[config.mk]
export PLATFORM = sky130hd
export DESIGN_NAME = dsac_regs
export DESIGN_NICKNAME = d
export VERILOG_FILES = /design/src/rtl/disc_stamp_alpha_composite_macros.svh /design/src/rtl/dsac_pkg.sv /design/src/rtl/dsac_regs.sv
export SDC_FILE = /design/constraint.sdc
export NUM_CORES = 1
export LEC_CHECK = 0
export BUFFER_PORTS_ARGS = -buffer_cell sky130_fd_sc_hd__buf_4
export CAP_MARGIN = 15
export CORE_UTILIZATION = 43
export DETAILED_ROUTE_END_ITERATION = 10
export PLACE_DENSITY = 0.78
export SKIP_LAST_GASP = 1
export SYNTH_ARGS = -nofsm -noshare
export SYNTH_HDL_FRONTEND = slang
export SYNTH_SLANG_ARGS = --single-unit
[constraint.sdc]
create_clock -name clk -period 1.2 [get_ports clk]
set_clock_uncertainty 0.05 [all_clocks]
set_input_delay 0.06 -clock clk [delete_from_list [all_inputs] [get_ports clk]]
set_output_delay 0.06 -clock clk [all_outputs]
set_load 0.01 [all_outputs]
[src/rtl/disc_stamp_alpha_composite_macros.svh]
// ----------------------------------------------------------------------------
// Assertion macros for the disc stamp compositor
// Shared concurrent assertion forms, clocked on clk and quiet during rst.
// ----------------------------------------------------------------------------
`ifndef DISC_STAMP_ALPHA_COMPOSITE_MACROS_SVH
`define DISC_STAMP_ALPHA_COMPOSITE_MACROS_SVH

// same-cycle implication
`define DSAC_ASSERT_NOW(lbl, ante, cons, msg) \
  lbl: assert property (@(posedge clk) disable iff (rst) (ante) |-> (cons)) \
    else $error(msg);

// next-cycle implication
`define DSAC_ASSERT_NEXT(lbl, ante, cons, msg) \
  lbl: assert property (@(posedge clk) disable iff (rst) (ante) |=> (cons)) \
    else $error(msg);

`endif

[src/rtl/dsac_pkg.sv]
// ----------------------------------------------------------------------------
// dsac_pkg
// Types, codes and constants shared by the disc stamp compositor.
// ----------------------------------------------------------------------------
package dsac_pkg;

  localparam int MAX_WIDTH_DEF  = 1024;
  localparam int MAX_HEIGHT_DEF = 1024;
  localparam int MAX_RADIUS     = 20;

  // command codes
  localparam logic [1:0] CMD_LOAD  = 2'd0;
  localparam logic [1:0] CMD_STAMP = 2'd1;
  localparam logic [1:0] CMD_READ  = 2'd2;

  // register indexes
  localparam logic [2:0] REG_RED    = 3'd0;
  localparam logic [2:0] REG_GREEN  = 3'd1;
  localparam logic [2:0] REG_BLUE   = 3'd2;
  localparam logic [2:0] REG_ALPHA  = 3'd3;
  localparam logic [2:0] REG_RADIUS = 3'd4;
  localparam logic [2:0] REG_WIDTH  = 3'd5;
  localparam logic [2:0] REG_HEIGHT = 3'd6;

  localparam int IN_W  = 56;
  localparam int OUT_W = 48;

  localparam int SQRT_STEPS  = 22;
  localparam int FALL_STEPS  = 23;
  localparam int BLEND_STEPS = 8;

  // outA above 0.001 in units of 1/(255*65536)
  localparam logic [23:0] KEEP_LIMIT = 24'd16711;

  typedef struct packed {
    logic [7:0]  red;
    logic [7:0]  green;
    logic [7:0]  blue;
    logic [15:0] alpha;
    logic [4:0]  radius;
    logic [10:0] width;
    logic [10:0] height;
  } cfg_t;

  typedef enum logic [3:0] {
    OP_NONE,
    OP_CAPTURE,
    OP_WRITE_LOAD,
    OP_READ_ISSUE,
    OP_READ_LATCH,
    OP_STAMP_INIT,
    OP_STEP,
    OP_PIX_START,
    OP_SQRT_STEP,
    OP_DIV_INIT,
    OP_DIV_STEP,
    OP_MUL1,
    OP_MUL2,
    OP_MUL3,
    OP_BDIV_STEP,
    OP_WRITE_BLEND
  } op_t;

  typedef struct packed {
    op_t op;
  } dp_cmd_t;

  typedef struct packed {
    logic [1:0] kind;
    logic       rad_zero;
    logic       hit;
    logic       last;
  } dp_stat_t;

endpackage

[src/rtl/dsac_regs.sv]
// ----------------------------------------------------------------------------
// dsac_regs
// APB configuration registers: stamp colour, opacity, radius, frame size.
// ----------------------------------------------------------------------------
module dsac_regs
  import dsac_pkg::*;
(
  input  logic        clk,
  input  logic        rst,
  input  logic        psel,
  input  logic        penable,
  input  logic        pwrite,
  input  logic [4:0]  paddr,
  input  logic [31:0] pwdata,
  output logic [31:0] prdata,
  output logic        pready,
  output cfg_t        cfg
);

  logic [2:0] idx;
  logic       wr;

  assign idx    = paddr[4:2];
  assign wr     = psel && penable && pwrite;
  assign pready = 1'b1;

  always_ff @(posedge clk) begin
    if (rst) begin
      cfg.red    <= 8'd255;
      cfg.green  <= 8'd255;
      cfg.blue   <= 8'd255;
      cfg.alpha  <= 16'd65535;
      cfg.radius <= 5'd2;
      cfg.width  <= 11'd1024;
      cfg.height <= 11'd1024;
    end else if (wr) begin
      unique case (idx)
        REG_RED:    cfg.red    <= pwdata[7:0];
        REG_GREEN:  cfg.green  <= pwdata[7:0];
        REG_BLUE:   cfg.blue   <= pwdata[7:0];
        REG_ALPHA:  cfg.alpha  <= pwdata[15:0];
        REG_RADIUS: cfg.radius <= pwdata[4:0];
        REG_WIDTH:  cfg.width  <= pwdata[10:0];
        REG_HEIGHT: cfg.height <= pwdata[10:0];
        default: ;
      endcase
    end
  end

  always_comb begin
    unique case (idx)
      REG_RED:    prdata = {24'd0, cfg.red};
      REG_GREEN:  prdata = {24'd0, cfg.green};
      REG_BLUE:   prdata = {24'd0, cfg.blue};
      REG_ALPHA:  prdata = {16'd0, cfg.alpha};
      REG_RADIUS: prdata = {27'd0, cfg.radius};
      REG_WIDTH:  prdata = {21'd0, cfg.width};
      REG_HEIGHT: prdata = {21'd0, cfg.height};
      default:    prdata = 32'd0;
    endcase
  end

endmodule

==> flow_summary.ini <==
[worst_setup_path]
worst_ep_required_time_ps = 1090
worstSetupStartpointType = flop
timing.rr.end = cfg[19]
cp.arrival_ps = 1440
crit_type = reg2out
crit_path_end_kind = primary output
reg2reg_from = cfg[19]
critPathMaxStageDelay_ps = 470
path_cells = mux4_2 > inv_2 > o21ai_2 > buf_4
reg2reg_depth = 4
rrSetupSlack_ps = 150
critPathSlowestCell = mux4_2
path_buf_inv = 2
crit_fanout = 2
crit_family = multiplexers

[synthesis]
synthArstFlopShare_pct = 0
synthFlopType = dfxtp_1
ys_top_cells_by_count = dfxtp_1 (67), mux2i_1 (64), nor2_1 (62)
ys_ff_latch = 67
synthCells = 368
synth_cell_types = 35
netlist.area_leader.share_pct = 40.2
yosysSeqAreaShare_pct = 40.2
synthTopCellsByArea = dfxtp_1 (40%), mux2i_1 (19%), nor2_1 (7.0%)
syn_area_per_cell_um2 = 9.07
yosysMostFrequentCell = dfxtp_1
synth_edf_count = 0
yosysTopAreaCell = dfxtp_1
netlist_area_mm2 = 0.00334
synth-warning-count = 0

[cts]
h-tree-depth = 3
cts_buffers = 9
cts.sinks = 67
cts_tree = done
clock_latency_ps = 360
clockRootBuffer = clkbuf_8
cts_buffer_depth = 2
clk_pin_slew_ps = 70

[status]
violations = negative setup slack
status = finished with violations

[cells_and_area]
num_antenna_cells = 0
largest_reg_flops = 67
drive_gt1_share_pct = 45.6
largest-register = cfg
final_cells = 641
syn2layout_area_growth_pct = 52.3
top_regs = cfg x67
fin_area_mm2 = 0.00508
nets = 579

[power]
vdd_drop_max_v = 0.000584
power_density_mw_per_mm2 = 949
p_leak_nw = 2.24

[grt]
grtUsageTotal_pct = 26.5
grt_max_degree = 47
grt-ovfl-total = 0
grt_pass1_vias = 3321
grt_first_pass_wirelength_um = 17100
antenna_found_initial = 0

[sta]
hold_viol_final = 0
drv_slew = 0
fin_ws_ps = -353
fmax_mhz = 644
rsz0062_at_grt = true
setup_violations = 11
period_share_pct = 129
hold_ws_ps = 31.4
layout_min_cycle_time_ps = 1550

[hold_path]
min_delay_worst_endpoint = cfg[32]
hp-start = pwdata[5]
hold_depth = 3
hold_class = in2reg

[route]
drt-total-wl_um = 11400
drc_errors = 0
drt_iter0_drc = 297
dr.pass1.iters = 4
routedWlPerCell_um = 17.7
ant_nets = 0
viasPerCell = 5.37
vias = 3445

[floorplanning]
coreArea_mm2 = 0.00737
initial_core_util_pct = 45.3
io_pins = 142
chipWidth_um = 90.1
rows = 31
dieArea_mm2 = 0.00812
die-height_um = 90.1

[place]
portBuffers = 106
gp_congestion = 0.894
placed_cells = 589
pre_cts_ws_ps = -97.3
placed_area_mm2 = 0.00444
hpwl_um = 7270

[run]
max-cap-violations = 0
cell families (layout without fill, tap and decap cells):
group,Yosys count,in the layout,synth area share (%)
flip-flops,67,67,40.2
AO/OA/AOI/OAI,63,63,12.3
other,2,17,0.225
buffers and inverters,51,210,9.00
AND/OR/NAND/NOR,119,119,18.1
multiplexers,66,66,20.2
how the worst max path moves through the flow:
stage | endpoint | slack, ps | startpoint | depth (start not counted)
after floorplan | prdata[2] | 5 | paddr[3] | 5
after global placement | prdata[10] | -50 | paddr[3] | 7
after detailed placement | prdata[9] | -100 | paddr[3] | 6
after CTS | prdata[1] | -340 | cfg[28] | 4
after global routing | prdata[1] | -400 | cfg[28] | 4
final | prdata[1] | -350 | cfg[28] | 4
cells in the final DEF (no fill, tap or decap), types with 2 or more instances in the layout:
master | synthesis | routed
a32oi_1 | 2 | 2
clkbuf_8 | 0 | 10
or3_1 | 6 | 6
a31oi_1 | 2 | 2
a22o_1 | 6 | 6
a221oi_2 | 0 | 4
o31ai_1 | 4 | 4
o21ai_0 | 35 | 34
conb_1 | 2 | 17
mux2i_1 | 64 | 59
buf_4 | 20 | 165
clkinvlp_4 | 0 | 2
nor2_1 | 62 | 62
nand2b_1 | 16 | 15
nor2_2 | 3 | 3
dfxtp_2 | 0 | 30
o221a_4 | 0 | 3
and2_1 | 5 | 5
inv_1 | 7 | 3
buf_12 | 0 | 4
dlygate4sd3_1 | 0 | 15
dfxtp_1 | 67 | 37
buf_6 | 3 | 3
mux2i_2 | 0 | 4
inv_2 | 0 | 4
clkbuf_1 | 12 | 2
nor2b_1 | 20 | 19
layer usage:
| metal | GRT usage [%] | vias to the layer above | part of all wire [%] |
|---|---|---|---|
| li1 | - | 1563 | - |
| met3 | 5.08 | 41 | 6.1 |
| met1 | 32.2 | 1674 | 41 |
| met4 | 14.5 | 0 | 3.7 |
| met2 | 44.0 | 167 | 49 |
| met5 | 0 | - | 0 |
report_power, final:
group	internal [W]	total [W]	switching, W	leakage [nW]
sequential	0.00224	0.00225	0.0000135	0.535
clock	0.00101	0.00189	0.000876	0.0926
combinational	0.000331	0.000682	0.000351	1.61
layout make-up:
class / instances / area, um2
Clock buffer: 12 / 145
Clock inverter: 4 / 50.0
Fill cell: 531 / 2290
Inverter: 7 / 26.3
Multi-Input combinational cell: 265 / 1860
Sequential cell: 67 / 1380
Tap cell: 99 / 124
Timing Repair Buffer: 187 / 1500
worst reg2reg max path, delay by kind of cell (launching register included):
kind	cells	cell delay (ps)
AOI/OAI and AO/OA	2	280
buffers and inverters	1	130
DFF	1	330
and+or+nand+nor	1	130
per-stage QoR:
stage               utilization [%]  total power (W)  setup TNS (ps)
floorplan                         -          0.00265               0
global placement               60.3          0.00286            -795
detailed placement             60.3          0.00288           -2290
CTS                            67.8          0.00478           -2260
global route                   69.0          0.00496           -2710
finish                         69.0          0.00482           -2350
what timing repair did:
action / in CTS / in global routing
setup endpoints to repair: 11 / 16
endpoints found under the hold margin: 34 / 0
resized for setup: 42 / 15
hold buffers: 15 / 0
pin swaps: 7 / 3
buffers inserted: 18 / 3
Power figures use the tool's default switching activity.
