<file path="src/rtl/disc_stamp_alpha_composite_macros.svh">
// ----------------------------------------------------------------------------
// Assertion macros for the disc stamp compositor
// Shared concurrent assertion forms, clocked on clk and quiet during rst.
// ----------------------------------------------------------------------------
`ifndef DISC_STAMP_ALPHA_COMPOSITE_MACROS_SVH
`define DISC_STAMP_ALPHA_COMPOSITE_MACROS_SVH

// same-cycle implication
`define DSAC_ASSERT_NOW(lbl, ante, cons, msg) \
  lbl: assert property (@(posedge clk) disable iff (rst) (ante) |-> (cons)) \
    else $error(msg);

// next-cycle implication
`define DSAC_ASSERT_NEXT(lbl, ante, cons, msg) \
  lbl: assert property (@(posedge clk) disable iff (rst) (ante) |=> (cons)) \
    else $error(msg);

`endif

</file>
<file path="src/rtl/dsac_pkg.sv">
// ----------------------------------------------------------------------------
// dsac_pkg
// Types, codes and constants shared by the disc stamp compositor.
// ----------------------------------------------------------------------------
package dsac_pkg;

  localparam int MAX_WIDTH_DEF  = 1024;
  localparam int MAX_HEIGHT_DEF = 1024;
  localparam int MAX_RADIUS     = 20;

  // command codes
  localparam logic [1:0] CMD_LOAD  = 2'd0;
  localparam logic [1:0] CMD_STAMP = 2'd1;
  localparam logic [1:0] CMD_READ  = 2'd2;

  // register indexes
  localparam logic [2:0] REG_RED    = 3'd0;
  localparam logic [2:0] REG_GREEN  = 3'd1;
  localparam logic [2:0] REG_BLUE   = 3'd2;
  localparam logic [2:0] REG_ALPHA  = 3'd3;
  localparam logic [2:0] REG_RADIUS = 3'd4;
  localparam logic [2:0] REG_WIDTH  = 3'd5;
  localparam logic [2:0] REG_HEIGHT = 3'd6;

  localparam int IN_W  = 56;
  localparam int OUT_W = 48;

  localparam int SQRT_STEPS  = 22;
  localparam int FALL_STEPS  = 23;
  localparam int BLEND_STEPS = 8;

  // outA above 0.001 in units of 1/(255*65536)
  localparam logic [23:0] KEEP_LIMIT = 24'd16711;

  typedef struct packed {
    logic [7:0]  red;
    logic [7:0]  green;
    logic [7:0]  blue;
    logic [15:0] alpha;
    logic [4:0]  radius;
    logic [10:0] width;
    logic [10:0] height;
  } cfg_t;

  typedef enum logic [3:0] {
    OP_NONE,
    OP_CAPTURE,
    OP_WRITE_LOAD,
    OP_READ_ISSUE,
    OP_READ_LATCH,
    OP_STAMP_INIT,
    OP_STEP,
    OP_PIX_START,
    OP_SQRT_STEP,
    OP_DIV_INIT,
    OP_DIV_STEP,
    OP_MUL1,
    OP_MUL2,
    OP_MUL3,
    OP_BDIV_STEP,
    OP_WRITE_BLEND
  } op_t;

  typedef struct packed {
    op_t op;
  } dp_cmd_t;

  typedef struct packed {
    logic [1:0] kind;
    logic       rad_zero;
    logic       hit;
    logic       last;
  } dp_stat_t;

endpackage

</file>
<file path="src/rtl/dsac_ctrl.sv">
// ----------------------------------------------------------------------------
// dsac_ctrl
// Sequencer: decodes each item and steps the datapath through the disc.
// ----------------------------------------------------------------------------
`include "disc_stamp_alpha_composite_macros.svh"

module dsac_ctrl
  import dsac_pkg::*;
(
  input  logic     clk,
  input  logic     rst,
  input  logic     s_tvalid,
  output logic     s_tready,
  output logic     m_tvalid,
  input  logic     m_tready,
  input  dp_stat_t stat,
  output dp_cmd_t  cmd
);

  typedef enum logic [3:0] {
    ST_IDLE,
    ST_DISPATCH,
    ST_READ_WAIT,
    ST_PIX,
    ST_SQRT,
    ST_DINIT,
    ST_DIV,
    ST_MUL1,
    ST_MUL2,
    ST_MUL3,
    ST_BDIV,
    ST_WRITE,
    ST_RESULT
  } state_t;

  state_t     state;
  logic [4:0] cnt;

  assign s_tready = (state == ST_IDLE);
  assign m_tvalid = (state == ST_RESULT);

  always_comb begin
    cmd.op = OP_NONE;
    unique case (state)
      ST_IDLE:      if (s_tvalid) cmd.op = OP_CAPTURE;
      ST_DISPATCH: begin
        priority if (stat.kind == CMD_LOAD) cmd.op = OP_WRITE_LOAD;
        else if (stat.kind == CMD_READ) cmd.op = OP_READ_ISSUE;
        else if (stat.kind == CMD_STAMP && !stat.rad_zero) cmd.op = OP_STAMP_INIT;
        else cmd.op = OP_NONE;
      end
      ST_READ_WAIT: cmd.op = OP_READ_LATCH;
      ST_PIX: begin
        priority if (stat.hit) cmd.op = OP_PIX_START;
        else if (!stat.last) cmd.op = OP_STEP;
        else cmd.op = OP_NONE;
      end
      ST_SQRT:      cmd.op = OP_SQRT_STEP;
      ST_DINIT:     cmd.op = OP_DIV_INIT;
      ST_DIV:       cmd.op = OP_DIV_STEP;
      ST_MUL1:      cmd.op = OP_MUL1;
      ST_MUL2:      cmd.op = OP_MUL2;
      ST_MUL3:      cmd.op = OP_MUL3;
      ST_BDIV:      cmd.op = OP_BDIV_STEP;
      ST_WRITE:     cmd.op = OP_WRITE_BLEND;
      ST_RESULT:    cmd.op = OP_NONE;
      default:      cmd.op = OP_NONE;
    endcase
  end

  always_ff @(posedge clk) begin
    if (rst) begin
      state <= ST_IDLE;
      cnt   <= '0;
    end else begin
      unique case (state)
        ST_IDLE: if (s_tvalid) state <= ST_DISPATCH;
        ST_DISPATCH: begin
          priority if (stat.kind == CMD_READ) state <= ST_READ_WAIT;
          else if (stat.kind == CMD_STAMP && !stat.rad_zero) state <= ST_PIX;
          else state <= ST_RESULT;
        end
        ST_READ_WAIT: state <= ST_RESULT;
        ST_PIX: begin
          cnt <= '0;
          priority if (stat.hit) state <= ST_SQRT;
          else if (stat.last) state <= ST_RESULT;
          else state <= ST_PIX;
        end
        ST_SQRT: begin
          if (cnt == 5'(SQRT_STEPS - 1)) begin
            cnt   <= '0;
            state <= ST_DINIT;
          end else begin
            cnt <= cnt + 5'd1;
          end
        end
        ST_DINIT: state <= ST_DIV;
        ST_DIV: begin
          if (cnt == 5'(FALL_STEPS - 1)) begin
            cnt   <= '0;
            state <= ST_MUL1;
          end else begin
            cnt <= cnt + 5'd1;
          end
        end
        ST_MUL1: state <= ST_MUL2;
        ST_MUL2: state <= ST_MUL3;
        ST_MUL3: state <= ST_BDIV;
        ST_BDIV: begin
          if (cnt == 5'(BLEND_STEPS - 1)) begin
            cnt   <= '0;
            state <= ST_WRITE;
          end else begin
            cnt <= cnt + 5'd1;
          end
        end
        ST_WRITE:  state <= stat.last ? ST_RESULT : ST_PIX;
        ST_RESULT: if (m_tready) state <= ST_IDLE;
        default:   state <= ST_IDLE;
      endcase
    end
  end

  `DSAC_ASSERT_NOW(a_no_overlap, s_tready, !m_tvalid, "input taken while result pending")
  `DSAC_ASSERT_NEXT(a_accept_decode, s_tvalid && s_tready, state == ST_DISPATCH, "no decode")
  `DSAC_ASSERT_NOW(a_div_bound, state == ST_DIV, cnt < 5'(FALL_STEPS), "divider overrun")
  `DSAC_ASSERT_NEXT(a_write_follows, state == ST_BDIV && cnt == 5'(BLEND_STEPS - 1),
                    state == ST_WRITE, "blend write skipped")

endmodule

</file>
<file path="config.mk">
export PLATFORM = sky130hd
export DESIGN_NAME = dsac_ctrl
export DESIGN_NICKNAME = d
export VERILOG_FILES = /design/src/rtl/dsac_pkg.sv /design/src/rtl/dsac_ctrl.sv
export VERILOG_INCLUDE_DIRS = /design/src /design/src/rtl
export SDC_FILE = /design/constraint.sdc
export NUM_CORES = 1
export LEC_CHECK = 0
export ABC_AREA = 1
export ABC_CLOCK_PERIOD_IN_PS = 2100
export BUFFER_PORTS_ARGS = -buffer_cell sky130_fd_sc_hd__buf_2
export CAP_MARGIN = 40
export CORE_ASPECT_RATIO = 0.8
export CORE_UTILIZATION = 40
export CTS_BUF_LIST = sky130_fd_sc_hd__clkbuf_4 sky130_fd_sc_hd__clkbuf_8 sky130_fd_sc_hd__clkbuf_16
export DETAILED_ROUTE_END_ITERATION = 6
export PLACE_DENSITY = 0.59
export SLEW_MARGIN = 15
export SYNTH_ARGS = -nofsm -noshare
export SYNTH_HDL_FRONTEND = slang
export SYNTH_SLANG_ARGS = --single-unit
</file>
<file path="constraint.sdc">
create_clock -name clk -period 2.1 [get_ports clk]
set_input_delay 0 -clock clk [delete_from_list [all_inputs] [get_ports clk]]
set_output_delay 0 -clock clk [all_outputs]
set_load 0.02 [all_outputs]
</file>
==> run_results.csv <==
group,metric,value,unit
power,switching_share,0.558,
logic_synthesis,yosys.area.top_type,"dfxtp_1",
sta,rsz0062_at_grt,"no",
clock_network,postCtsSetupBuffers,0,
final_layout,fin_cells,181,
sta,worstMarginPinSlew,0.321,ns
clock_network,cts_root_buffer,"clkbuf_4",
sta,fmax,579,MHz
critical_path,reg2reg_slack,0.71,ns
power,pwr-share-clk,0.105,
final_layout,utilization,0.503,
critical_path,cp_max_fo,8,
clock_network,cts_tree,"done",
sta,slew_headroom,0.786,
min_path,hold_depth,6,
critical_path,cp.arrival,1.73,ns
global_route,grt_pass1_wl,3530,um
power,p_sw,0.714,mW
critical_path,worst_setup_path_end_kind,"output port",
logic_synthesis,netlist_instances,140,
sta,fin_setup_tns,0,ns
clock_network,cts.hold.buffers_added,1,
logic_synthesis,netlist_area,842,sq um
power,irDropWorstVdd,0.729,mV
final_layout,layout-drive-gt1-share,0.261,
final_layout,diodes,0,
critical_path,worstPathRequired,2.10,ns
power,pwr-share-comb,0.667,
floorplanning,pin_count,15,
sta,min_period_over_period,0.823,
drt,drtPass1Iterations,4,
flow_run,drv_cap,0,
sta,setup_viol,0,
logic_synthesis,synth.most_common_cell,"nand2_1",
floorplanning,row_count,14,
logic_synthesis,yosys-top-cells-area,"dfxtp_1, nand2_1, nor2_1",
global_route,grt_usage,0.213,
global_route,antenna_found_initial,0,
floorplanning,core_area,0.00193,sq mm
placed_design,port_buffers,14,
drt,drc,0,
sta,slew_violations,0,
clock_network,clock_sinks,9,
drt,antenna_left,0,
placed_design,placed_area,931,sq um
floorplanning,initial_core_util,0.437,
clock_network,ctsResizeCount,0,
global_route,overflow,0,
final_layout,num-nets-final,170,
critical_path,r2r-start,"state[0]",
critical_path,critPathLaunch,"state[0]",
drt,vias_per_cell,5.08,
drt,num_vias,920,
sta,period_minus_slack,1.73,ns
sta,hold_viol,0,
logic_synthesis,ys_ff_latch,9,
logic_synthesis,syn_nets,152,
logic_synthesis,synth.distinct_cells,25,
critical_path,reg2reg_depth,7,
global_route,grt_pass1_vias,842,
logic_synthesis,yosysSeqAreaShare,0.214,
placed_design,place_congestion,0.983,
power,p_per_area,1320,mW/mm^2
drt,wl_per_cell,11.6,um
drt,drtIter0Drc,45,
sta,hold_slack,0.204,ns
placed_design,dp_slack,0.735,ns
sta,setup_ws,0.372,ns
clock_network,numCtsBuffers,3,
logic_synthesis,yosysWarnings,0,
final_layout,fin_area,968,sq um
power,p_int,0.566,mW
drt,drt-total-wl,2110,um
logic_synthesis,avgSynthCellArea,6.01,sq um
min_path,hold_path_class,"in2reg",
power,power,1.28,mW
power,seq_power_share,0.228,
logic_synthesis,synth.top_cell.area_share,0.214,
run_status,run_status,"completed",
floorplanning,die_area,0.00229,sq mm
sta,finClkSkew,0.000197,ns
global_route,grt_max_degree,9,
critical_path,critical_path.endpoint,"cmd[0]",
final_layout,syn_to_final_growth,15.0,%
critical_path,crit_path_start_kind,"flop",
logic_synthesis,synth_flop_cell,"dfxtp_1",
logic_synthesis,synth_edf_count,0,
clock_network,clk_pin_slew,0.06,ns
floorplanning,chipHeight,43.0,um
critical_path,r2r-end,"state[3]",
clock_network,cts_buffer_depth,2,
power,p_leak,0.476,nW
logic_synthesis,synthArstFlopShare,0,
critical_path,worstSetupPathType,"reg2out",
clock_network,htreeDepth,1,
placed_design,hpwl,1690,um
clock_network,clock_latency,0.26,ns
floorplanning,dieWidth,53.3,um
placed_design,dp_cells,176,
logic_synthesis,synth_common_cells,"nand2_1, nor2_1, inv_1",
[power by group through the flow]
stage               Combinational (mW)  Sequential (mW)  Clock, mW
floorplan                        0.671            0.265          0
global placement                 0.856            0.291          0
CTS                              0.849            0.290      0.141
finish                           0.854            0.292      0.134
detailed placement               0.845            0.292          0
global route                     0.953            0.300      0.155
[state kept, by name, indices dropped and copies added (netlist names)]
name	cells
cnt	5
state	4
[cell type report]
| cell class | count | area [sq um] |
|---|---|---|
| Clock buffer | 3 | 22.5 |
| Clock inverter | 1 | 5.00 |
| Fill cell | 209 | 958 |
| Inverter | 22 | 82.6 |
| Multi-Input combinational cell | 107 | 568 |
| Sequential cell | 9 | 180 |
| Tap cell | 24 | 30.0 |
| Timing Repair Buffer | 15 | 80.1 |
[cells by family after synthesis]
family | share of synthesized area
AND/OR/NAND/NOR | 0.468
buffers and inverters | 0.111
adder cells (fa/ha/maj) | 0.0446
flip-flops | 0.214
XOR/XNOR | 0.0208
AO/OA/AOI/OAI | 0.141
[layout by cell type, fill, tap and decap left out, types with 2 or more instances in the layout]
| cell type | count |
|---|---|
| nand2_1 | 30 |
| inv_1 | 13 |
| dfxtp_1 | 9 |
| nand3_1 | 10 |
| nor2_2 | 2 |
| nor2_4 | 3 |
| buf_2 | 14 |
| xor2_1 | 2 |
| inv_2 | 9 |
| nand4_1 | 2 |
| ha_1 | 3 |
| nand2_4 | 2 |
| a21oi_1 | 10 |
| nor3_1 | 3 |
| nand2_2 | 5 |
| nand3b_1 | 2 |
| clkbuf_4 | 3 |
| o21ai_1 | 3 |
| nor2_1 | 21 |
| o21ai_0 | 4 |
[worst max-delay path, stage by stage (launching register included)]
cell and delay [ns]:
dfxtp_1 0.51, inv_2 0.10, nor2_1 0.14, nand2_1 0.11
a21oi_1 0.25, a21oi_1 0.08, o211ai_1 0.09, buf_2 0.19
[routing by layer]
metal	GRT usage	up-vias	share of wire
met5	0	-	0
met2	0.313	28	0.43
met3	0.0789	0	0.085
met4	0.0474	0	0
met1	0.292	413	0.48
li1	-	479	-
[worst min path at each step]
| stage | slack [ns] | end | from |
|---|---|---|---|
| after global placement | 0.28 | cnt[4] | rst |
| after floorplan | 0.24 | cmd[0] | stat[1] |
| after CTS | 0.18 | state[0] | stat[0] |
| final | 0.20 | state[0] | stat[0] |
| after detailed placement | 0.29 | cnt[4] | rst |
| after global routing | 0.22 | state[0] | stat[0] |
Note: power is estimated with default switching activity, not from simulation.
